**config.mk**
```make
export PLATFORM = sky130hd
export DESIGN_NAME = lzs_out_buf
export DESIGN_NICKNAME = d
export VERILOG_FILES = /design/src/sv/lzs_pkg.sv /design/src/sv/lzs_out_buf.sv
export SDC_FILE = /design/constraint.sdc
export NUM_CORES = 1
export LEC_CHECK = 0
export BUFFER_PORTS_ARGS = -buffer_cell sky130_fd_sc_hd__buf_4
export CAP_MARGIN = 20
export CELL_PAD_IN_SITES_DETAIL_PLACEMENT = 2
export CELL_PAD_IN_SITES_GLOBAL_PLACEMENT = 2
export CORE_UTILIZATION = 34
export DETAILED_ROUTE_END_ITERATION = 7
export GPL_ROUTABILITY_DRIVEN = 1
export MAX_ROUTING_LAYER = met4
export PLACE_DENSITY_LB_ADDON = 0.08
export SYNTH_ARGS = -nofsm -noshare
export SYNTH_HDL_FRONTEND = slang
export SYNTH_SLANG_ARGS = --single-unit
```
**constraint.sdc**
```tcl
create_clock -name clk -period 2.65 [get_ports clk]
set_input_delay 0.265 -clock clk [delete_from_list [all_inputs] [get_ports clk]]
set_output_delay 0.265 -clock clk [all_outputs]
set_load 0.02 [all_outputs]
```
**src/sv/lzs_pkg.sv**
```systemverilog
package lzs_pkg;

    // Result kinds.
    localparam logic [1:0] KIND_DATA  = 2'd0;
    localparam logic [1:0] KIND_END   = 2'd1;
    localparam logic [1:0] KIND_ERROR = 2'd2;

    // Offsets in the format are at most 11 bits wide.
    localparam int OFF_W = 11;

    // Results beyond this count for one compressed byte are dropped.
    localparam int RES_W = 5;
    localparam logic [RES_W-1:0] MAX_RESULTS = 5'd30;

    // One result handed from the parser to the output stage.
    typedef struct packed {
        logic       push;
        logic       flush;
        logic [7:0] data;
        logic [1:0] kind;
    } emit_t;

endpackage

```
**src/sv/lzs_out_buf.sv**
```systemverilog
module lzs_out_buf (
    input  logic          clk,
    input  logic          rst_n,
    input  lzs_pkg::emit_t emit,
    output logic          slot_free,
    input  logic          out_ready,
    output logic          out_valid,
    output logic [7:0]    out_byte,
    output logic [1:0]    out_kind,
    output logic          out_last
);

    import lzs_pkg::*;

    // The newest result waits in the pending slot until either another result
    // follows (it leaves as not last) or the byte ends (it leaves as last).
    logic       pend_valid_reg, pend_valid_next;
    logic [7:0] pend_byte_reg, pend_byte_next;
    logic [1:0] pend_kind_reg, pend_kind_next;
    logic       out_valid_reg, out_valid_next;
    logic [7:0] out_byte_reg, out_byte_next;
    logic [1:0] out_kind_reg, out_kind_next;
    logic       out_last_reg, out_last_next;
    logic       out_free;

    assign out_free  = !out_valid_reg || out_ready;
    assign slot_free = !pend_valid_reg || out_free;

    always_comb
    begin
        pend_valid_next = pend_valid_reg;
        pend_byte_next  = pend_byte_reg;
        pend_kind_next  = pend_kind_reg;
        out_valid_next  = out_valid_reg && !out_ready;
        out_byte_next   = out_byte_reg;
        out_kind_next   = out_kind_reg;
        out_last_next   = out_last_reg;
        priority if (emit.push && slot_free)
        begin
            pend_valid_next = 1'b1;
            pend_byte_next  = emit.data;
            pend_kind_next  = emit.kind;
            if (pend_valid_reg)
            begin
                out_valid_next = 1'b1;
                out_byte_next  = pend_byte_reg;
                out_kind_next  = pend_kind_reg;
                out_last_next  = 1'b0;
            end
        end
        else if (emit.flush && pend_valid_reg && out_free)
        begin
            pend_valid_next = 1'b0;
            out_valid_next  = 1'b1;
            out_byte_next   = pend_byte_reg;
            out_kind_next   = pend_kind_reg;
            out_last_next   = 1'b1;
        end
        else
        begin
        end
    end

    always_ff @(posedge clk or negedge rst_n)
    begin
        if (!rst_n)
        begin
            pend_valid_reg <= 1'b0;
            out_valid_reg  <= 1'b0;
        end
        else
        begin
            pend_valid_reg <= pend_valid_next;
            out_valid_reg  <= out_valid_next;
        end
    end

    always_ff @(posedge clk)
    begin
        pend_byte_reg <= pend_byte_next;
        pend_kind_reg <= pend_kind_next;
        out_byte_reg  <= out_byte_next;
        out_kind_reg  <= out_kind_next;
        out_last_reg  <= out_last_next;
    end

    assign out_valid = out_valid_reg;
    assign out_byte  = out_byte_reg;
    assign out_kind  = out_kind_reg;
    assign out_last  = out_last_reg;

endmodule

```
# Word-level counts from Yosys, hierarchy flattened
# Cells that the tools add are included.
totals:
  output_inout_bits: 13
  elab_cells: 33
  regBits: 23
op_classes:
  eq_ne: 1
  n_reduce_logical: 11
  n_mux: 14
op_table:
  columns: ["op", "count"]
  rows:
  - ["2-to-1 mux 8 bit", 3]
  - ["2-to-1 mux 1 bit", 8]
  - ["2-to-1 mux 2 bit", 3]
  - ["logical AND 1 bit", 4]
  - ["zero test 1 bit", 3]
  - ["logical OR 1 bit", 2]
  - ["!= test 2 bit (second input constant)", 1]
  - ["AND reduction 2 bit", 1]
  - ["nonzero test 2 bit", 1]

# Logic depth before layout (Yosys ltp)
logic_depth:
  depth_word: 6
  mapped_depth: 2

# Least setup slack after synthesis
# No wires, ideal clock.
synth_path:
  kind: "reg2reg"
  from: "register out_valid_reg, in the netlist out_valid"
  to: "register out_byte_reg[0], in the netlist out_byte[0], enable pin"
  arrival_ns: 1.140
  setup_ns: 0.380
  setup_slack_ns: 1.131
  path_buffers: 0
  path_stages_with_launch: 3
  cell_sequence: "dfrtp_1 > nand2b_1 > nor2b_1"
synth_between:
  elab_chain_len: 6
  elab_cells_between_ends: 8
synth_rtl:
  columns: ["element", "line", "text"]
  rows:
  - ["start: declaration", "lzs_out_buf.sv:20", "logic out_valid_reg, out_valid_next;"]
  - ["start signal: assignment", "lzs_out_buf.sv:74", "out_valid_reg <= out_valid_next;"]
  - ["zero test 1 bit *", "lzs_out_buf.sv:26", "assign out_free = !out_valid_reg || out_ready;"]
  - ["logical OR 1 bit *", "lzs_out_buf.sv:26", null]
  - ["logical OR 1 bit", "lzs_out_buf.sv:27", "assign slot_free = !pend_valid_reg || out_free;"]
  - ["logical AND 1 bit", "lzs_out_buf.sv:38", "priority if (emit.push && slot_free)"]
  - ["!= test 2 bit (no line) or nonzero test 2 bit (tied branches)", null, null]
  - ["AND reduction 2 bit (no line) *", null, null]
  - ["end signal: assignment", "lzs_out_buf.sv:82", "out_byte_reg <= out_byte_next;"]
  - ["end: declaration", "lzs_out_buf.sv:21", "logic [7:0] out_byte_reg, out_byte_next;"]
# Mark *: on every way between the ends. The rest lies on a longest branch, timed or not.
# A chain may end at the register's enable or synchronous reset.

# Worst setup path in the final report
layout_path:
  from: "register out_valid_reg, in the netlist out_valid"
  to: "register out_kind_reg[1], in the netlist out_kind[1], enable pin"
layout_between:
  elab_chain_len: 6
  elab_cells_between_ends: 8
layout_rtl:
  columns: ["element", "line", "text"]
  rows:
  - ["zero test 1 bit *", "lzs_out_buf.sv:26", null]
  - ["logical OR 1 bit *", "lzs_out_buf.sv:26", null]
  - ["logical OR 1 bit", "lzs_out_buf.sv:27", null]
  - ["logical AND 1 bit", "lzs_out_buf.sv:38", null]
  - ["!= test 2 bit (no line) or nonzero test 2 bit (tied branches)", null, null]
  - ["AND reduction 2 bit (no line) *", null, null]
  - ["end signal: assignment", "lzs_out_buf.sv:83", "out_kind_reg <= out_kind_next;"]
  - ["end: declaration", "lzs_out_buf.sv:22", "logic [1:0] out_kind_reg, out_kind_next;"]
# Marks and branches as above.

==> metrics.md <==
| Metric | Value |
|---|---|
| Initial antenna violation count | 0 |
| Syn avg cell area | 22.22 µm² |
| Most frequent cells in the layout | 28 x buf_4, 21 x edfxtp_1, 3 x clkbuf_4 |
| Row Count | 16 |
| Cell area power density | 687.7 mW/mm² |
| Cells after synthesis | 33 |
| Area Growth Syn to Fin | 38.23% |
| Share of cells above drive strength 1 | 46.97% |
| Core ar. | 0.002002 mm² |
| Crit-path cells | nand2b_1 -> nor2b_1 -> buf_4 |
| Fin cells | 93 |
| Residual DRC | 0 |
| Crit-path max cell delay | 0.47 ns |
| Total power | 0.6969 mW |
| WP buf/inv | 1 |
| Die Y | 48.44 µm |
| Least-Margin Pin Slew | 0.5248 ns |
| Fmax achieved | 0.6493 GHz |
| Final hold vios | 0 |
| Setup Skew | 0.005550 ns |
| Crit Path Max Fanout | 6 |
| RSZ-0062 raised after global routing | no |
| Initial Utilization | a little over a third |
| Final Cell Area | approximately 0.0010 mm² |
| GRT Total Usage | 14.70% |
| YS warnings | 0 |
| Worst skew pair latency | 0.30 ns |
| Wire per inst | 15.92 µm |
| Status | finished clean |
| Leakage dissipation | 0.3999 nW |
| Final #Nets | between 80 and 90 |
| CP startpoint kind | flop |
| PortBufs | 27 |
| Max-slew violation count | 0 |
| Chip width | between 40 and 50 µm |
| Critical path's top delay family | simple AND/OR/NAND/NOR gates |
| CP max-delay cell | nor2b_1 |
| CTS buffer count | 3 |
| Syn Std Cell Area | 733.2 µm² |
| Placer congestion estimate | 0.6660 |
| Library cells used by synthesis | 11 |
| CP Capture Type | flop |
| Clk sinks | 23 |
| Top Ports | 28 |
| Vias in the first global route | roughly 480 |
| Worst Hold Margin | 0.1341 ns |
| Sequential element share of the synthesized area | 92.83% |
| Hold Path Class | primary input to flop |
| Syn_nets | 48 |
| Period utilization | 58.11% |
| Die area | 0.002346 mm² |
| TritonRoute pass-1 iters | 2 |
| Minimum clock period | around 1.5 ns |
| Crit path DAT | between 1.5 and 2 ns |
| CP required | around 2.7 ns |
| WL final | 1481 µm |
| Vias | 415 |
| Longest Clk Path Bufs | 2 |
| Placed insts | 88 |
| Final setup viols | 0 |
| Post-CTS Resized | 0 |
| #FFs+latches synth | 23 |
| Root buffer cell | clkbuf_4 |
| Clock transition at path regs | roughly 0.12 ns |
| VDD IR max | 0.3912 mV |
| Max_cap viols | 0 |
| Leading cell type in the layout, fill and taps excluded | buf_4 |
| CP Class | flop to flop |
| H-tree levels | 1 |
| Slew headroom | around 65% |
| First-pass GRT wire length | 2352 µm |
| Total grt overflow | 0 |
| N_diodes | 0 |
| Number of vias per cell | 4.462 |
| Setup Total Neg Slack | 0 ns |
| DP Area | 977.2 µm² |
| First-iteration detailed-routing DRC count | 2 |
| Routed Antenna Nets | 0 |
| Pin count of the biggest net entering global routing | 13 |
| CTS tree | yes |
-- cell usage after synthesis, drive strengths merged --
| cell type | count | area share (%) |
|---|---|---|
| nand3b | 1 | 1.0 |
| a31oi | 1 | 0.85 |
| nand2b | 1 | 0.85 |
| nor2 | 1 | 0.51 |
| and2 | 1 | 0.85 |
| edfxtp | 21 | 86 |
| inv | 1 | 0.51 |
| o21ai | 1 | 0.68 |
| nand2 | 2 | 1.0 |
| dfrtp | 2 | 6.8 |
| nor2b | 1 | 0.85 |
-- layer usage --
layer / track usage (%) / vias to the layer above / routed length, µm
met2: 27.00 / 19 / 851
met1: 14.56 / 200 / 537
li1: - / 192 / -
met5: - / - / 0
met3: 2.830 / 4 / 66
met4: 7.843 / 0 / 25
-- cell type report --
| cell class | instances | area, µm² |
|---|---|---|
| fillers | 188 | 988.4 |
| flip-flops and latches | 23 | 680.7 |
| repair buffers | 29 | 220.2 |
| multi-input cells | 9 | 48.80 |
| well taps | 27 | 33.78 |
| clock buffers | 4 | 26.28 |
| inverters | 1 | 3.754 |
-- repair_timing --
item	in CTS	in global routing
setup buffers	0	0
endpoints found under the hold margin	2	0
hold buffers	1	0
-- path summary, 6_finish.rpt --
kind / startpoint / endpoint / slack (ns) / depth (start not counted)
min in group asynchronous: rst_n / pend_valid_reg / 0.28 / 2
max in group asynchronous: rst_n / out_valid / 2.29 / 2
min: emit[2] / pend_byte_reg[0] / 0.13 / 1
min reg2reg: pend_byte_reg[4] / out_byte[4] / 0.43 / 0
max: out_valid / out_kind[1] / 1.11 / 3
max reg2reg: out_valid / out_kind[1] / 1.11 / 3
-- cells by family (layout without fill, tap and decap cells) --
logic type | after synthesis | after routing | share of synthesized area [%]
simple gates | 7 | 7 | 5.121
compound gates | 2 | 2 | 1.536
flops | 23 | 23 | 92.83
buf+inv | 1 | 34 | 0.5115
-- power breakdown --
part | internal (mW) | total (mW) | switching (mW)
logic | 0.0430 | 0.0980 | 0.0550
registers | 0.434 | 0.446 | 0.0118
clock network | 0.0585 | 0.153 | 0.0948
total | 0.535 | 0.697 | 0.162
-- stage by stage --
step / utilization, % / worst slack, ns
after CTS: 50.63 / 1.062
after detailed placement: 48.81 / 1.104
final: 50.63 / 1.110
after global routing: 50.63 / 1.010
after floorplan: - / 1.131
after global placement: 48.81 / 1.178
(Power assumes the default switching activity.)
