--- config.mk ---
export PLATFORM = sky130hd
export DESIGN_NAME = lzs_parser
export DESIGN_NICKNAME = d
export VERILOG_FILES = /design/src/sv/lzs_pkg.sv /design/src/sv/lzs_parser.sv
export SDC_FILE = /design/constraint.sdc
export NUM_CORES = 1
export LEC_CHECK = 0
export BUFFER_PORTS_ARGS = -buffer_cell sky130_fd_sc_hd__clkbuf_2
export CAP_MARGIN = 20
export CORE_ASPECT_RATIO = 1.75
export CORE_UTILIZATION = 30
export CTS_BUF_LIST = sky130_fd_sc_hd__clkbuf_8
export DETAILED_ROUTE_END_ITERATION = 7
export PLACE_DENSITY_LB_ADDON = 0.3
export SLEW_MARGIN = 20
export SYNTH_ARGS = -nofsm -noshare
export SYNTH_HDL_FRONTEND = slang
export SYNTH_SLANG_ARGS = --single-unit
--- constraint.sdc ---
create_clock -name clk -period 6.2 [get_ports clk]
set_clock_uncertainty 0.15 [all_clocks]
set_input_delay 1.24 -clock clk [delete_from_list [all_inputs] [get_ports clk]]
set_output_delay 1.24 -clock clk [all_outputs]
set_load 0.1 [all_outputs]
--- src/sv/lzs_pkg.sv ---
package lzs_pkg;

    // Result kinds.
    localparam logic [1:0] KIND_DATA  = 2'd0;
    localparam logic [1:0] KIND_END   = 2'd1;
    localparam logic [1:0] KIND_ERROR = 2'd2;

    // Offsets in the format are at most 11 bits wide.
    localparam int OFF_W = 11;

    // Results beyond this count for one compressed byte are dropped.
    localparam int RES_W = 5;
    localparam logic [RES_W-1:0] MAX_RESULTS = 5'd30;

    // One result handed from the parser to the output stage.
    typedef struct packed {
        logic       push;
        logic       flush;
        logic [7:0] data;
        logic [1:0] kind;
    } emit_t;

endpackage

--- src/sv/lzs_parser.sv ---
module lzs_parser #(
    parameter int HISTORY_DEPTH = 2048
) (
    input  logic                             clk,
    input  logic                             rst_n,
    input  logic                             in_valid,
    input  logic [7:0]                       in_data,
    output logic                             in_ready,
    input  logic                             slot_free,
    output lzs_pkg::emit_t                   emit,
    output logic                             ram_we,
    output logic [$clog2(HISTORY_DEPTH)-1:0] ram_waddr,
    output logic [7:0]                       ram_wdata,
    output logic                             ram_re,
    output logic [$clog2(HISTORY_DEPTH)-1:0] ram_raddr,
    input  logic [7:0]                       ram_rdata
);

    import lzs_pkg::*;

    localparam int AW = $clog2(HISTORY_DEPTH);
    localparam logic [AW:0] PROD_FULL = (AW+1)'(HISTORY_DEPTH);

    localparam logic [2:0] S_IDLE  = 3'd0;
    localparam logic [2:0] S_BIT   = 3'd1;
    localparam logic [2:0] S_CRD   = 3'd2;
    localparam logic [2:0] S_CWR   = 3'd3;
    localparam logic [2:0] S_FLUSH = 3'd4;

    localparam logic [2:0] P_FLAG  = 3'd0;
    localparam logic [2:0] P_LIT   = 3'd1;
    localparam logic [2:0] P_SIZE  = 3'd2;
    localparam logic [2:0] P_OFF7  = 3'd3;
    localparam logic [2:0] P_OFF11 = 3'd4;
    localparam logic [2:0] P_LEN2  = 3'd5;
    localparam logic [2:0] P_LEN4  = 3'd6;
    localparam logic [2:0] P_EXT   = 3'd7;

    logic [2:0]       state_reg, state_next;
    logic [7:0]       sh_reg, sh_next;
    logic [3:0]       left_reg, left_next;
    logic [2:0]       phase_reg, phase_next;
    logic [10:0]      acc_reg, acc_next;
    logic [3:0]       cnt_reg, cnt_next;
    logic [OFF_W-1:0] off_reg, off_next;
    logic [AW-1:0]    wp_reg, wp_next;
    logic [AW:0]      prod_reg, prod_next;
    logic [3:0]       copy_reg, copy_next;
    logic [RES_W-1:0] nres_reg, nres_next;

    // Decode of the current bit against the parse phase.
    logic             cur_bit;
    logic [10:0]      acc_n;
    logic [3:0]       cnt_n;
    logic [2:0]       dec_phase;
    logic [10:0]      dec_acc;
    logic [3:0]       dec_cnt;
    logic [OFF_W-1:0] dec_off;
    logic             dec_lit;
    logic             dec_end;
    logic             dec_err;
    logic             dec_copy;
    logic [3:0]       dec_count;
    logic             bad_off;
    logic             can_emit;
    logic             emit_any;
    logic [AW:0]      prod_inc;

    assign cur_bit  = sh_reg[7];
    assign acc_n    = {acc_reg[9:0], cur_bit};
    assign cnt_n    = cnt_reg + 4'd1;
    assign bad_off  = (acc_n == '0) || ((AW+1)'(acc_n) > prod_reg);
    assign can_emit = nres_reg < MAX_RESULTS;
    assign prod_inc = (prod_reg != PROD_FULL) ? prod_reg + (AW+1)'(1) : prod_reg;
    assign emit_any = dec_lit || dec_end || dec_err;

    always_comb
    begin
        dec_phase = phase_reg;
        dec_acc   = acc_n;
        dec_cnt   = cnt_n;
        dec_off   = off_reg;
        dec_lit   = 1'b0;
        dec_end   = 1'b0;
        dec_err   = 1'b0;
        dec_copy  = 1'b0;
        dec_count = 4'd0;
        unique case (phase_reg)
            P_FLAG:
            begin
                dec_acc   = '0;
                dec_cnt   = '0;
                dec_phase = cur_bit ? P_SIZE : P_LIT;
            end
            P_LIT:
            begin
                if (cnt_n >= 4'd8)
                begin
                    dec_lit   = 1'b1;
                    dec_acc   = '0;
                    dec_cnt   = '0;
                    dec_phase = P_FLAG;
                end
            end
            P_SIZE:
            begin
                dec_acc   = '0;
                dec_cnt   = '0;
                dec_phase = cur_bit ? P_OFF7 : P_OFF11;
            end
            P_OFF7, P_OFF11:
            begin
                if ((phase_reg == P_OFF7 && cnt_n >= 4'd7) || cnt_n >= 4'd11)
                begin
                    if (phase_reg == P_OFF7 && acc_n == '0)
                    begin
                        dec_end = 1'b1;
                    end
                    else
                    begin
                        dec_err   = bad_off;
                        dec_off   = bad_off ? '0 : acc_n;
                        dec_acc   = '0;
                        dec_cnt   = '0;
                        dec_phase = P_LEN2;
                    end
                end
            end
            P_LEN2:
            begin
                if (cnt_n >= 4'd2)
                begin
                    dec_acc = '0;
                    dec_cnt = '0;
                    if (acc_n[1:0] == 2'd3)
                    begin
                        dec_phase = P_LEN4;
                    end
                    else
                    begin
                        dec_copy  = 1'b1;
                        dec_count = {2'b00, acc_n[1:0]} + 4'd2;
                        dec_phase = P_FLAG;
                    end
                end
            end
            P_LEN4:
            begin
                if (cnt_n >= 4'd2)
                begin
                    dec_acc  = '0;
                    dec_cnt  = '0;
                    dec_copy = 1'b1;
                    if (acc_n[1:0] == 2'd3)
                    begin
                        dec_count = 4'd8;
                        dec_phase = P_EXT;
                    end
                    else
                    begin
                        dec_count = {2'b00, acc_n[1:0]} + 4'd5;
                        dec_phase = P_FLAG;
                    end
                end
            end
            P_EXT:
            begin
                if (cnt_n >= 4'd4)
                begin
                    dec_acc   = '0;
                    dec_cnt   = '0;
                    dec_copy  = 1'b1;
                    dec_count = acc_n[3:0];
                    if (acc_n[3:0] != 4'd15)
                    begin
                        dec_phase = P_FLAG;
                    end
                end
            end
        endcase
    end

    always_comb
    begin
        state_next = state_reg;
        sh_next    = sh_reg;
        left_next  = left_reg;
        phase_next = phase_reg;
        acc_next   = acc_reg;
        cnt_next   = cnt_reg;
        off_next   = off_reg;
        wp_next    = wp_reg;
        prod_next  = prod_reg;
        copy_next  = copy_reg;
        nres_next  = nres_reg;
        in_ready   = 1'b0;
        emit       = '0;
        ram_we     = 1'b0;
        ram_waddr  = wp_reg;
        ram_wdata  = acc_n[7:0];
        ram_re     = 1'b0;
        ram_raddr  = wp_reg - AW'(off_reg);
        unique case (state_reg)
            S_IDLE, S_FLUSH:
            begin
                // The last result of the previous byte leaves as the next is taken.
                emit.flush = (state_reg == S_FLUSH);
                if (state_reg == S_IDLE || slot_free)
                begin
                    in_ready   = 1'b1;
                    state_next = S_IDLE;
                    if (in_valid)
                    begin
                        sh_next    = in_data;
                        left_next  = 4'd8;
                        nres_next  = '0;
                        state_next = S_BIT;
                    end
                end
            end
            S_BIT:
            begin
                if (!(emit_any && can_emit && !slot_free))
                begin
                    emit.push  = emit_any && can_emit;
                    emit.data  = dec_lit ? acc_n[7:0] : 8'd0;
                    emit.kind  = dec_lit ? KIND_DATA : (dec_end ? KIND_END : KIND_ERROR);
                    if (emit_any && can_emit)
                    begin
                        nres_next = nres_reg + RES_W'(1);
                    end
                    sh_next    = {sh_reg[6:0], 1'b0};
                    left_next  = left_reg - 4'd1;
                    phase_next = dec_phase;
                    acc_next   = dec_acc;
                    cnt_next   = dec_cnt;
                    off_next   = dec_off;
                    if (dec_lit)
                    begin
                        ram_we    = 1'b1;
                        wp_next   = wp_reg + AW'(1);
                        prod_next = prod_inc;
                    end
                    priority if (dec_end)
                    begin
                        // End marker: drop the rest of the byte and restart.
                        wp_next    = '0;
                        prod_next  = '0;
                        phase_next = P_FLAG;
                        acc_next   = '0;
                        cnt_next   = '0;
                        off_next   = '0;
                        state_next = S_FLUSH;
                    end
                    else if (dec_copy && off_reg != '0 && dec_count != 4'd0)
                    begin
                        copy_next  = dec_count;
                        state_next = S_CRD;
                    end
                    else if (left_reg == 4'd1)
                    begin
                        state_next = S_FLUSH;
                    end
                    else
                    begin
                        state_next = S_BIT;
                    end
                end
            end
            S_CRD:
            begin
                ram_re     = 1'b1;
                state_next = S_CWR;
            end
            S_CWR:
            begin
                // Each copied byte is written before the next read is issued, so
                // an overlapping copy always sees the byte it just produced.
                if (!(can_emit && !slot_free))
                begin
                    ram_we    = 1'b1;
                    ram_wdata = ram_rdata;
                    wp_next   = wp_reg + AW'(1);
                    prod_next = prod_inc;
                    emit.push = can_emit;
                    emit.data = ram_rdata;
                    emit.kind = KIND_DATA;
                    if (can_emit)
                    begin
                        nres_next = nres_reg + RES_W'(1);
                    end
                    copy_next = copy_reg - 4'd1;
                    if (copy_reg == 4'd1)
                    begin
                        state_next = (left_reg == 4'd0) ? S_FLUSH : S_BIT;
                    end
                    else
                    begin
                        state_next = S_CRD;
                    end
                end
            end
            default:
            begin
                state_next = S_IDLE;
            end
        endcase
    end

    always_ff @(posedge clk or negedge rst_n)
    begin
        if (!rst_n)
        begin
            state_reg <= S_IDLE;
            left_reg  <= '0;
            phase_reg <= P_FLAG;
            acc_reg   <= '0;
            cnt_reg   <= '0;
            off_reg   <= '0;
            wp_reg    <= '0;
            prod_reg  <= '0;
            copy_reg  <= '0;
            nres_reg  <= '0;
        end
        else
        begin
            state_reg <= state_next;
            left_reg  <= left_next;
            phase_reg <= phase_next;
            acc_reg   <= acc_next;
            cnt_reg   <= cnt_next;
            off_reg   <= off_next;
            wp_reg    <= wp_next;
            prod_reg  <= prod_next;
            copy_reg  <= copy_next;
            nres_reg  <= nres_next;
        end
    end

    always_ff @(posedge clk)
    begin
        sh_reg <= sh_next;
    end

endmodule

======== After elaboration in Yosys (flattened, before gate mapping) ========
Cells that the tools add are included.
word-level totals
  flip-flop bits (word level) ............. 75
  input port bits ......................... 20
cells by class
  add/sub/neg operators ................... 9
  $lt $le $gt $ge ......................... 7
  equality and inequality tests ........... 33
  muxes and demuxes ....................... 111
  bitwise logic cells ..................... 1
  reduce and logical (&&, ||, !) cells .... 36
operators with widths
  operator                                                         number
  11-bit 2-to-1 mux                                                9
  10-bit 2-to-1 mux                                                8
  4-bit 2-to-1 mux                                                 16
  3-bit 2-to-1 mux                                                 21
  12-bit 2-to-1 mux                                                5
  10-bit case mux with 5 select lines                              1
  8-bit 2-to-1 mux                                                 6
  5-bit 2-to-1 mux                                                 6
  3-bit inequality test, second input constant                     8
  12-bit case mux with 2 select lines                              1
  1-bit 2-to-1 mux                                                 22
  11-bit case mux with 2 select lines                              1
  3-bit case mux with 7 select lines                               1
  10-bit case mux with 2 select lines                              1
  4-bit case mux with 5 select lines                               1
  2-bit inequality test, second input constant                     9
  4-bit case mux with 2 select lines                               2
  8-bit case mux with 2 select lines                               1
  3-bit == test, second input constant                             5
  5-bit case mux with 3 select lines                               1
  12-bit by 1-bit adder with 12-bit output, second input constant  1
  3-bit by 2-bit == test with 1-bit output, second input constant  4
  11-bit by 12-bit greater-than comparator with 1-bit output       1
  12-bit inequality test, second input constant                    1
  38 further kinds                                                 65

======== Longest topological paths before layout ========
Gate-level depths: netlist of the first run.
  depth in word-level cells ............... 12
  depth in mapped cells ................... 12
  gate-level depth less buffers ........... 11

======== Least setup slack after synthesis of the first run ========
OpenSTA, ideal clock, no wires.
  path kind ............................... register to output
  start point ............................. register wp_reg[0] (netlist: ram_waddr[0])
  end point ............................... output ram_raddr[9]
  data arrival time ....................... 5.654 ns
  required time ........................... 4.810 ns
  setup slack ............................. -0.844 ns
  cell stages (with the launch flop) ...... 10
  path buffers ............................ 0
  cell sequence ........................... dfrtp_1 inv_1 ha_1 nor2b_1 o21ai_0 a21boi_0 o21ai_0 a21oi_1 o21ai_0 o311ai_0
on the way
  word-level cells in the longest chain between the ends .. 1
ends and longest elaborated chain
  element                 line               source
  from (decl)             lzs_parser.sv:46   logic [AW-1:0] wp_reg, wp_next;
  from (signal assigned)  lzs_parser.sv:333  wp_reg <= wp_next;
  11-bit subtractor       lzs_parser.sv:202  ram_raddr = wp_reg - AW'(off_reg);
  to (decl)               lzs_parser.sv:15   output logic [$clog2(HISTORY_DEPTH)-1:0] ram_raddr,
Every way passes these cells.

==> summary.txt, run 1 <==
Worst vdd ir: 308 uV
Drt wl/cell: 16.9 um
Clock Path Buffers: 2
Initial antenna violation count: 0
Largest net degree at the start of global routing: 68
Mapped Cells: 628
Fin crit share: 81.2%
Global-route wire length before repair: 25,300 um
Post-CTS Resized: 0
Die width: 104 um
Worst-Margin Slew: 0.969 ns
Hold Path Stages: 2
Antenna diode count: 0
Worst Path Arrival: 3.64 ns
Post-synthesis register bit count: 75
# hold bufs at CTS: 0
Final min period: 5.03 ns
P per Cell Area: 477 mW/mm^2
Cell taking the most area after synthesis: dfrtp_1
Number of DRC markers in iteration 0: 264
EDFF count, synth: 8
Avg Inst Size Synth: 8.74 sq um
Routability Congestion: 0.865
Vias in the first global route: 4,932
Asr flop ratio synth: 89.3%
Initial Utilization: 30.6%
Commonest non-fill, non-tap cells in the layout: nand2_1, dfrtp_1, clkbuf_2
DPL Wire Length: 12,100 um
DRT Pass-1 Iters: 6
Vias after detailed routing: 4,945
Worst reg2reg path depth: 7
WL final: 15,600 um
Post-Place Cells: 905
Top FF cell, synth: dfrtp_1
Clk sinks: 75
Cell Area, Synth: 0.00549 sq mm
Synth warn: 0
PortBufs: 64
Maximum fanout along the worst path: 26
Worst-path clk slew: 0.08 ns
Vias/cell: 5.37
Worst min path class: reg -> reg
CTS tree: yes
Final setup fails: 0
CTS root buffer: clkbuf_8
Fin cells: 921
Req. time, crit path: 4.81 ns
Worst-Skew Late Latency: 0.36 ns
RSZ-0062 raised after global routing: false
Drc violations: 0
Standard-cell row count: 65
Most common cell after layout, fill and taps aside: nand2_1
Outcome: complete, no violations
I/O Pins: 65
Area grow syn2layout: 13.5%
Kind of critical path: reg -> out
Total power: 2970 uW
Core Region: 0.0180 sq mm
Lkg Pwr: 0.00286 uW
Final slew viol count: 0
Rel. slew slack: 35.2%
Inserted Clock Buffers: 9
Final net count: 739
Share of layout cells above drive strength 1: 17.0%
CP Capture Type: output port
F_max: 0.199 GHz
Count of cell types in the netlist: 81
Grt total ovfl: 0
Syn Nets: 685
Htree depth: 3
Max reg flops: 12
Hold Fails Final Rpt: 0
Main area contributors after synthesis: dfrtp_1, ha_1, nand2_1
Setup Buffers After CTS: 0
CP Launch Type: flip-flop
Max cap viols: 0
Post-route setup TNS: 0 ns
GRT Resource Usage Total: 17.0%
Total die area: 0.0189 sq mm
Detail Route Antenna Nets: 0
Sequential fraction of the synthesis area: 34.9%
Die height: 181 um
Top cell type's share of synthesized area: 30.5%
## routing by layer
metal | up-vias | track usage (%) | share of wire, %
met5 | - | 0 | 0
met3 | 34 | 2.71 | 3.4
met2 | 138 | 32.2 | 54
li1 | 2372 | - | -
met4 | 0 | 8.29 | 3.7
met1 | 2401 | 18.0 | 39
## cell type report
type / count / area (sq um)
fill: 1886 / 11700
multi-input combinational: 478 / 3260
sequential: 75 / 1920
timing repair buffer: 71 / 373
tap: 234 / 293
inverter: 47 / 176
clock buffer: 9 / 124
clock inverter: 7 / 92.6
## worst max-delay path, stage by stage (launching register included)
cell,delay (ns)
dfrtp_1,0.88
and3b_1,0.43
a221oi_2,0.11
a21oi_1,0.24
o21ai_1,0.14
a211oi_1,0.45
o311a_1,0.40
nand2_1,0.11
inv_1,0.06
clkbuf_2,0.44
## path summary, 6_finish.rpt
kind | endpoint | start | slack [ns]
worst max register to register | sh_reg[2]$_DFFE_PP_ | phase_reg[1]$_DFFE_PN0P_ | 2.60
worst min register to register | left_reg[3]$_DFFE_PN0P_ | left_reg[3]$_DFFE_PN0P_ | 0.37
max in group asynchronous | ram_waddr[9]$_DFFE_PN0P_ | rst_n | 4.37
worst max-delay path | emit[11] | phase_reg[1]$_DFFE_PN0P_ | 1.17
min in group asynchronous | left_reg[1]$_DFFE_PN0P_ | rst_n | 0.95
worst min-delay path | left_reg[3]$_DFFE_PN0P_ | left_reg[3]$_DFFE_PN0P_ | 0.37
## logic make-up after synthesis
logic type	Yosys count	synth area share (%)
and+or+nand+nor	242	22.4
muxes	29	5.65
DFF	75	34.9
xor gates and xnor gates	20	3.33
buffers and inverters	75	5.81
AOI/OAI and AO/OA	149	19.1
adders and majority gates	38	8.75
## metrics by stage
step | setup slack, ns | hold WS, ns | area (sq um) | utilization [%]
detailed placement | 1.60 | 0.362 | 6010 | 33.5
global placement | 1.65 | 0.353 | 6010 | 33.5
finish | 1.17 | 0.375 | 6230 | 34.7
CTS | 1.15 | 0.384 | 6230 | 34.7
floorplan | 0.332 | 0.322 | 5490 | -
global route | 0.880 | 0.409 | 6230 | 34.7
## Yosys cell counts (3+ instances only)
library cell	number
a22o_1	21
and2_1	8
mux2_2	15
a21o_1	8
nor2_1	55
a211oi_1	4
or3_1	3
buf_2	6
o31ai_1	5
nor4b_1	4
edfxtp_1	8
nor3_1	13
o21ai_1	4
xor2_1	7
a21boi_0	3
xnor2_1	12
inv_1	47
nor2b_1	8
mux2i_1	13
a31oi_1	6
nand3_1	23
buf_6	3
a21oi_1	27
and3_1	15
nor4_1	9
nand2b_1	5
dfrtp_1	67
nand2_1	68
o21ai_0	41
nand4_1	13
clkbuf_1	17
ha_1	36
## where the power goes
part	internal, uW	switching [uW]
registers	642	206
clock network	226	194
logic	451	1250
total	1320	1650
Power figures use the tool's default switching activity.
==> run 2: changes to the inputs <==
- clock period: 6.2 -> 4.23 ns (I/O delays scaled with it)
==> summary.txt, run 2 (synthesis results as in run 1) <==
Worst R2R Setup Slack: 0.84 ns (-1.76 ns)
Wire length on met3: 482 um (-9.4%)
Final min period: 4.07 ns
Req. time, crit path: 3.23 ns (-1.58 ns)
Dpl cell area: 0.00634 sq mm (+5.5%)
Worst-Skew Late Latency: 0.37 ns (about the same)
R2R Path Start: acc_reg[0]$_DFFE_PN0P_
Final slew viol count: 0 (unchanged)
Inserted Clock Buffers: 9 (unchanged)
Outcome: complete, no violations
Detail Route Antenna Nets: 0 (unchanged)
Filler cell count: 1,887 (+0.053%)
Worst-Margin Slew: 0.921 ns (-0.0483 ns)
Largest net degree at the start of global routing: 32 (-53%)
Drc violations: 0 (unchanged)
Worst Path Arrival: 3.07 ns (-0.57 ns)
WL final: 15,300 um (-1.9%)
Core Region: 0.0180 sq mm (unchanged)
Post-layout worst setup margin: 0.163 ns (-1.00 ns)
Final instance area: 0.00653 sq mm (+4.8%)
Htree depth: 3 (unchanged)
Critical-path cell list: ha_1, nor2b_1, o21ai_1, a21boi_0, o21ai_1, a21oi_1, o21ai_1, or4b_2, o311ai_2, buf_12
Number of DRC markers in iteration 0: 235 (-11%)
DPL Wire Length: 12,000 um (-0.75%)
Initial antenna violation count: 0 (unchanged)
Antenna diode count: 0 (unchanged)
Standard-cell row count: 65 (unchanged)
Vias/cell: 5.24 (-2.5%)
Clock Path Buffers: 2 (unchanged)
Grt total ovfl: 0 (unchanged)
Routability Congestion: 0.871 (+0.69%)
RSZ-0062 raised after global routing: true
Pre-CTS setup slack: 0.376 ns (-1.22 ns)
Max reg flops: 12 (unchanged)
P per Cell Area: 683 mW/mm^2 (+43%)
Metal2 WL: 8380 um (-0.78%)
FF-to-FF End: off_reg[7]$_DFFE_PN0P_
Max cap viols: 0 (unchanged)
Crit path to: ram_raddr[9]
Total die area: 0.0189 sq mm (unchanged)
Vias after detailed routing: 4,906 (-0.79%)
Die width: 104 um (unchanged)
Initial Utilization: 30.6% (unchanged)
Worst min path class: in -> async
Clk sinks: 75 (unchanged)
Lkg Pwr: 0.00298 uW (+4.2%)
CTS tree: yes
I/O Pins: 65 (unchanged)
F_max: 0.246 GHz
Worst vdd ir: 437 uV (+42%)
Worst-path clk slew: 0.09 ns (about the same)
Commonest non-fill, non-tap cells in the layout: nand2_1, dfrtp_1, nor2_1
Share of layout cells above drive strength 1: 20.9% (+3.9 points)
Die height: 181 um (unchanged)
CP Launch Type: flip-flop
CTS root buffer: clkbuf_8
Maximum fanout along the worst path: 7 (-73%)
Most used cell, CP: o21ai_1
Fin crit share: 96.1%
# hold bufs at CTS: 0 (unchanged)
CP max stage delay: 0.62 ns (-0.26 ns)
CP Launch Point: ram_waddr[1]$_DFFE_PN0P_
PortBufs: 64 (unchanged)
GRT Resource Usage Total: 16.8% (-0.29 points)
Vias in the first global route: 4,883 (-0.99%)
Wire length on met1: 5910 um (-1.4%)
Global-route wire length before repair: 25,000 um (-1.1%)
Rel. slew slack: 38.4% (+3.2 points)
CP Capture Type: output port
Final net count: 755 (+2.2%)
Final core occ: 36.3% (+1.7 points)
Area grow syn2layout: 18.9%
Slowest CP cell: or4b_2
Hold Fails Final Rpt: 0 (unchanged)
Drt wl/cell: 16.3 um (-3.6%)
DRT Pass-1 Iters: 5 (-1)
Uppermost layer routed: met4
Most common cell after layout, fill and taps aside: nand2_1
Worst reg2reg path depth: 12 (+5)
Kind of critical path: reg -> out
Final setup fails: 0 (unchanged)
==> run 2: final cells by class <==
type	instances	area, sq um	area share (%)
clock buffer	10	138	2.11
clock inverter	6	41.3	0.632
inverter	47	179	2.74
multi-input combinational	478	3310	50.7
sequential	75	1930	29.5
tap	234	293	4.48
timing repair buffer	87	643	9.85
==> run 2: what timing repair did <==
item,4_1_cts,5_1_grt
pin swaps,0,0
endpoints found under the setup margin,1,2
setup buffers,0,0
gates resized for setup,1,4
==> run 2: how the worst min path moves through the flow <==
| stage | endpoint | start | cells after the start |
|---|---|---|---|
| after CTS | prod_reg[4]$_DFFE_PN0P_ | rst_n | 1 |
| after global routing | prod_reg[5]$_DFFE_PN0P_ | rst_n | 1 |
| after floorplan | nres_reg[0]$_DFFE_PN0P_ | nres_reg[0]$_DFFE_PN0P_ | 1 |
| after detailed placement | left_reg[3]$_DFFE_PN0P_ | left_reg[3]$_DFFE_PN0P_ | 2 |
| final | prod_reg[5]$_DFFE_PN0P_ | rst_n | 1 |
| after global placement | left_reg[3]$_DFFE_PN0P_ | left_reg[3]$_DFFE_PN0P_ | 2 |
==> run 2: power breakdown <==
group	switching, uW	leakage (uW)	internal (uW)
combinational	1950	0.00200	811
sequential	209	0.000900	950
clock	307	0.0000843	228
==> run 2: critical path: cells and delay by family (launching register included) <==
kind / cells / cell delay (ns)
AO/OA/AOI/OAI: 6 / 0.90
AND/OR/NAND/NOR: 2 / 0.75
flip-flops: 1 / 0.53
adder cells (fa/ha/maj): 1 / 0.30
buffers and inverters: 1 / 0.22
==> run 2: stage by stage <==
step / cells / hold slack, ns / power (uW) / setup TNS, ns
2_1_floorplan: 628 / 0.322 / 3250 / -0.995
3_3_place_gp: 921 / 0.368 / 3940 / 0
3_5_place_dp: 921 / 0.365 / 3950 / 0
4_1_cts: 937 / 0.387 / 4490 / 0
5_1_grt: 937 / 0.417 / 4750 / -0.00699
6_report: 937 / 0.368 / 4460 / 0
==> run 2: per-layer routing <==
| layer | up-vias | track usage [%] |
|---|---|---|
| met2 | 111 | 31.7 |
| li1 | 2405 | - |
| met1 | 2361 | 18.3 |
| met4 | 0 | 7.60 |
| met3 | 29 | 2.06 |
| met5 | - | 0 |
==> run 3: changes to the inputs <==
- CORE_MARGIN: unset -> 1.5
==> summary.txt, run 3 (synthesis results as in run 1) <==
Global-route met3 utilization: 2.58% (+0.53 points)
Clock Path Buffers: 2 (unchanged)
Commonest non-fill, non-tap cells in the layout: nand2_1, dfrtp_1, nor2_1
Number of DRC markers in iteration 0: 218 (-7.2%)
Kind of critical path: reg -> out
Final net count: 754 (-0.13%)
Most common cell after layout, fill and taps aside: nand2_1
GRT Max-Usage Layer: met2
Drt wl/cell: 16.7 um (+2.4%)
WL final: 15,600 um (+2.3%)
Req. time, crit path: 3.23 ns (about the same)
Worst min path class: reg -> reg
F_max: 0.248 GHz (+0.67%)
Vias in the first global route: 4,889 (+0.12%)
Worst Path Arrival: 3.04 ns (-0.03 ns)
Final slew viol count: 0 (unchanged)
Hold Fails Final Rpt: 0 (unchanged)
Share of layout cells above drive strength 1: 21.1% (+0.17 points)
Reg power frac: 26.4% (+0.4 points)
DRT Pass-1 Iters: 4 (-1)
Clock power share: 12.1% (about the same)
I/O Pins: 65 (unchanged)
Routability Congestion: 0.815 (-6.4%)
FF-to-FF End: off_reg[6]$_DFFE_PN0P_
Antenna diode count: 0 (unchanged)
Lkg Pwr: 0.00300 uW (+0.55%)
Drc violations: 0 (unchanged)
RSZ-0062 raised after global routing: true
Die height: 182 um (+0.55%)
Switching power: 2510 uW (+1.5%)
Hold EP: nres_reg[0]$_DFFE_PN0P_
Max cap viols: 0 (unchanged)
Gate power share: 61.5% (-0.5 points)
Total power: 4510 uW (+1.2%)
Clk sinks: 75 (unchanged)
Met2 GRT Util: 31.8% (+0.13 points)
Net Sw Frac: 55.6% (+0.18 points)
Slowest CP cell: dfrtp_1
Worst-Margin Slew: 0.932 ns (+0.0117 ns)
Maximum fanout along the worst path: 11 (+4)
Htree depth: 3 (unchanged)
Outcome: complete, no violations
Hold Path Stages: 1
Total die area: 0.0192 sq mm (+1.5%)
CTS root buffer: clkbuf_8
Worst R2R Setup Slack: 0.67 ns (-0.17 ns)
P_int: 2000 uW (+0.79%)
CP Launch Type: flip-flop
# hold bufs at CTS: 0 (unchanged)
R2R Path Start: acc_reg[0]$_DFFE_PN0P_
Final setup fails: 0 (unchanged)
Filler cell count: 1,880 (-0.37%)
P per Cell Area: 685 mW/mm^2 (+0.31%)
Rel. slew slack: 37.8% (-0.56 points)
Initial Utilization: 30.6% (unchanged)
Detail Route Antenna Nets: 0 (unchanged)
PortBufs: 64 (unchanged)
GRT Resource Usage Total: 16.8% (+0.059 points)
Initial antenna violation count: 0 (unchanged)
Grt total ovfl: 0 (unchanged)
Critical-path cell list: inv_1, ha_1, nor4b_2, nand4_1, a21oi_1, or2_1, a21boi_2, nand2_2, nor2_2, buf_12
Setup Buffers After CTS: 0 (unchanged)
Worst-path clk slew: 0.09 ns (about the same)
Core Region: 0.0180 sq mm (unchanged)
Met1 GRT Util: 18.2% (-0.12 points)
CTS tree: yes
Worst-Skew Late Latency: 0.38 ns (about the same)
Final min period: 4.04 ns (-0.0272 ns)
CP max stage delay: 0.57 ns (-0.05 ns)
Global-route wire length before repair: 25,300 um (+1.5%)
Largest net degree at the start of global routing: 68 (+110%)
Worst vdd ir: 422 uV (-3.4%)
WHS: 0.368 ns (-0.000333 ns)
Hold path start: nres_reg[0]$_DFFE_PN0P_
Standard-cell row count: 65 (unchanged)
Area grow syn2layout: 19.9%
DPL Wire Length: 12,000 um (+0.18%)
Final core occ: 36.6% (+0.32 points)
Fin crit share: 95.5% (-0.64 points)
Die width: 105 um (+0.96%)
Max reg flops: 12 (unchanged)
Worst reg2reg path depth: 12 (unchanged)
CP Capture Type: output port
Vias/cell: 5.27 (+0.64%)
Inserted Clock Buffers: 9 (unchanged)
Vias after detailed routing: 4,932 (+0.53%)
[run 3: what timing repair did]
| action | CTS | global route |
|---|---|---|
| pin swaps | 0 | 1 |
| resized for setup | 1 | 7 |
| setup endpoints to repair | 1 | 3 |
[run 3: power groups by stage]
stage	Clock (uW)	Combinational, uW	Sequential (uW)
final	546	2770	1190
after global routing	594	2990	1220
after CTS	560	2800	1190
after detailed placement	0	2790	1200
after global placement	0	2780	1190
after floorplan	0	1970	1280
[run 3: area by class of cell]
class | instances | area (sq um) | area share (%)
inverter | 47 | 179 | 2.72
sequential | 75 | 1930 | 29.3
clock buffer | 9 | 124 | 1.88
tap | 234 | 293 | 4.45
multi-input combinational | 478 | 3320 | 50.5
clock inverter | 7 | 55.1 | 0.836
timing repair buffer | 86 | 686 | 10.4
[run 3: per-stage QoR]
| step | setup TNS [ns] | cells | cell area (sq um) | setup WS (ns) |
|---|---|---|---|---|
| global placement | 0 | 920 | 6390 | 0.391 |
| floorplan | -0.995 | 628 | 5550 | -0.445 |
| global route | -0.00845 | 936 | 6590 | -0.00845 |
| detailed placement | 0 | 920 | 6390 | 0.398 |
| finish | 0 | 936 | 6590 | 0.190 |
| CTS | 0 | 936 | 6570 | 0.0234 |
[run 3: worst max-delay path, delay by kind of cell, from the launching register on]
family          cells  cell delay (ns)
flops               1             0.57
fa+ha+maj           1             0.22
simple gates        5             1.10
compound gates      2             0.42
buf+inv             2             0.36
[run 3: worst max path at each step]
| stage | from | slack [ns] | to | cells after the start |
|---|---|---|---|---|
| 2_1_floorplan | slot_free | -0.45 | ram_wdata[0] | 4 |
| 3_3_place_gp | ram_waddr[1]$_DFFE_PN0P_ | 0.39 | ram_raddr[9] | 10 |
| 3_5_place_dp | ram_waddr[1]$_DFFE_PN0P_ | 0.40 | ram_raddr[9] | 10 |
| 4_1_cts | cnt_reg[0]$_DFFE_PN0P_ | 0.02 | emit[11] | 11 |
| 5_1_grt | ram_waddr[1]$_DFFE_PN0P_ | -0.008 | ram_raddr[9] | 10 |
| 6_report | acc_reg[0]$_DFFE_PN0P_ | 0.19 | emit[1] | 10 |
[run 3: metal layers]
metal  wire length (um)  up-vias
li1                   -     2403
met1               6210     2392
met2               8460      111
met3                538       26
met4                392        0
met5                  0        -
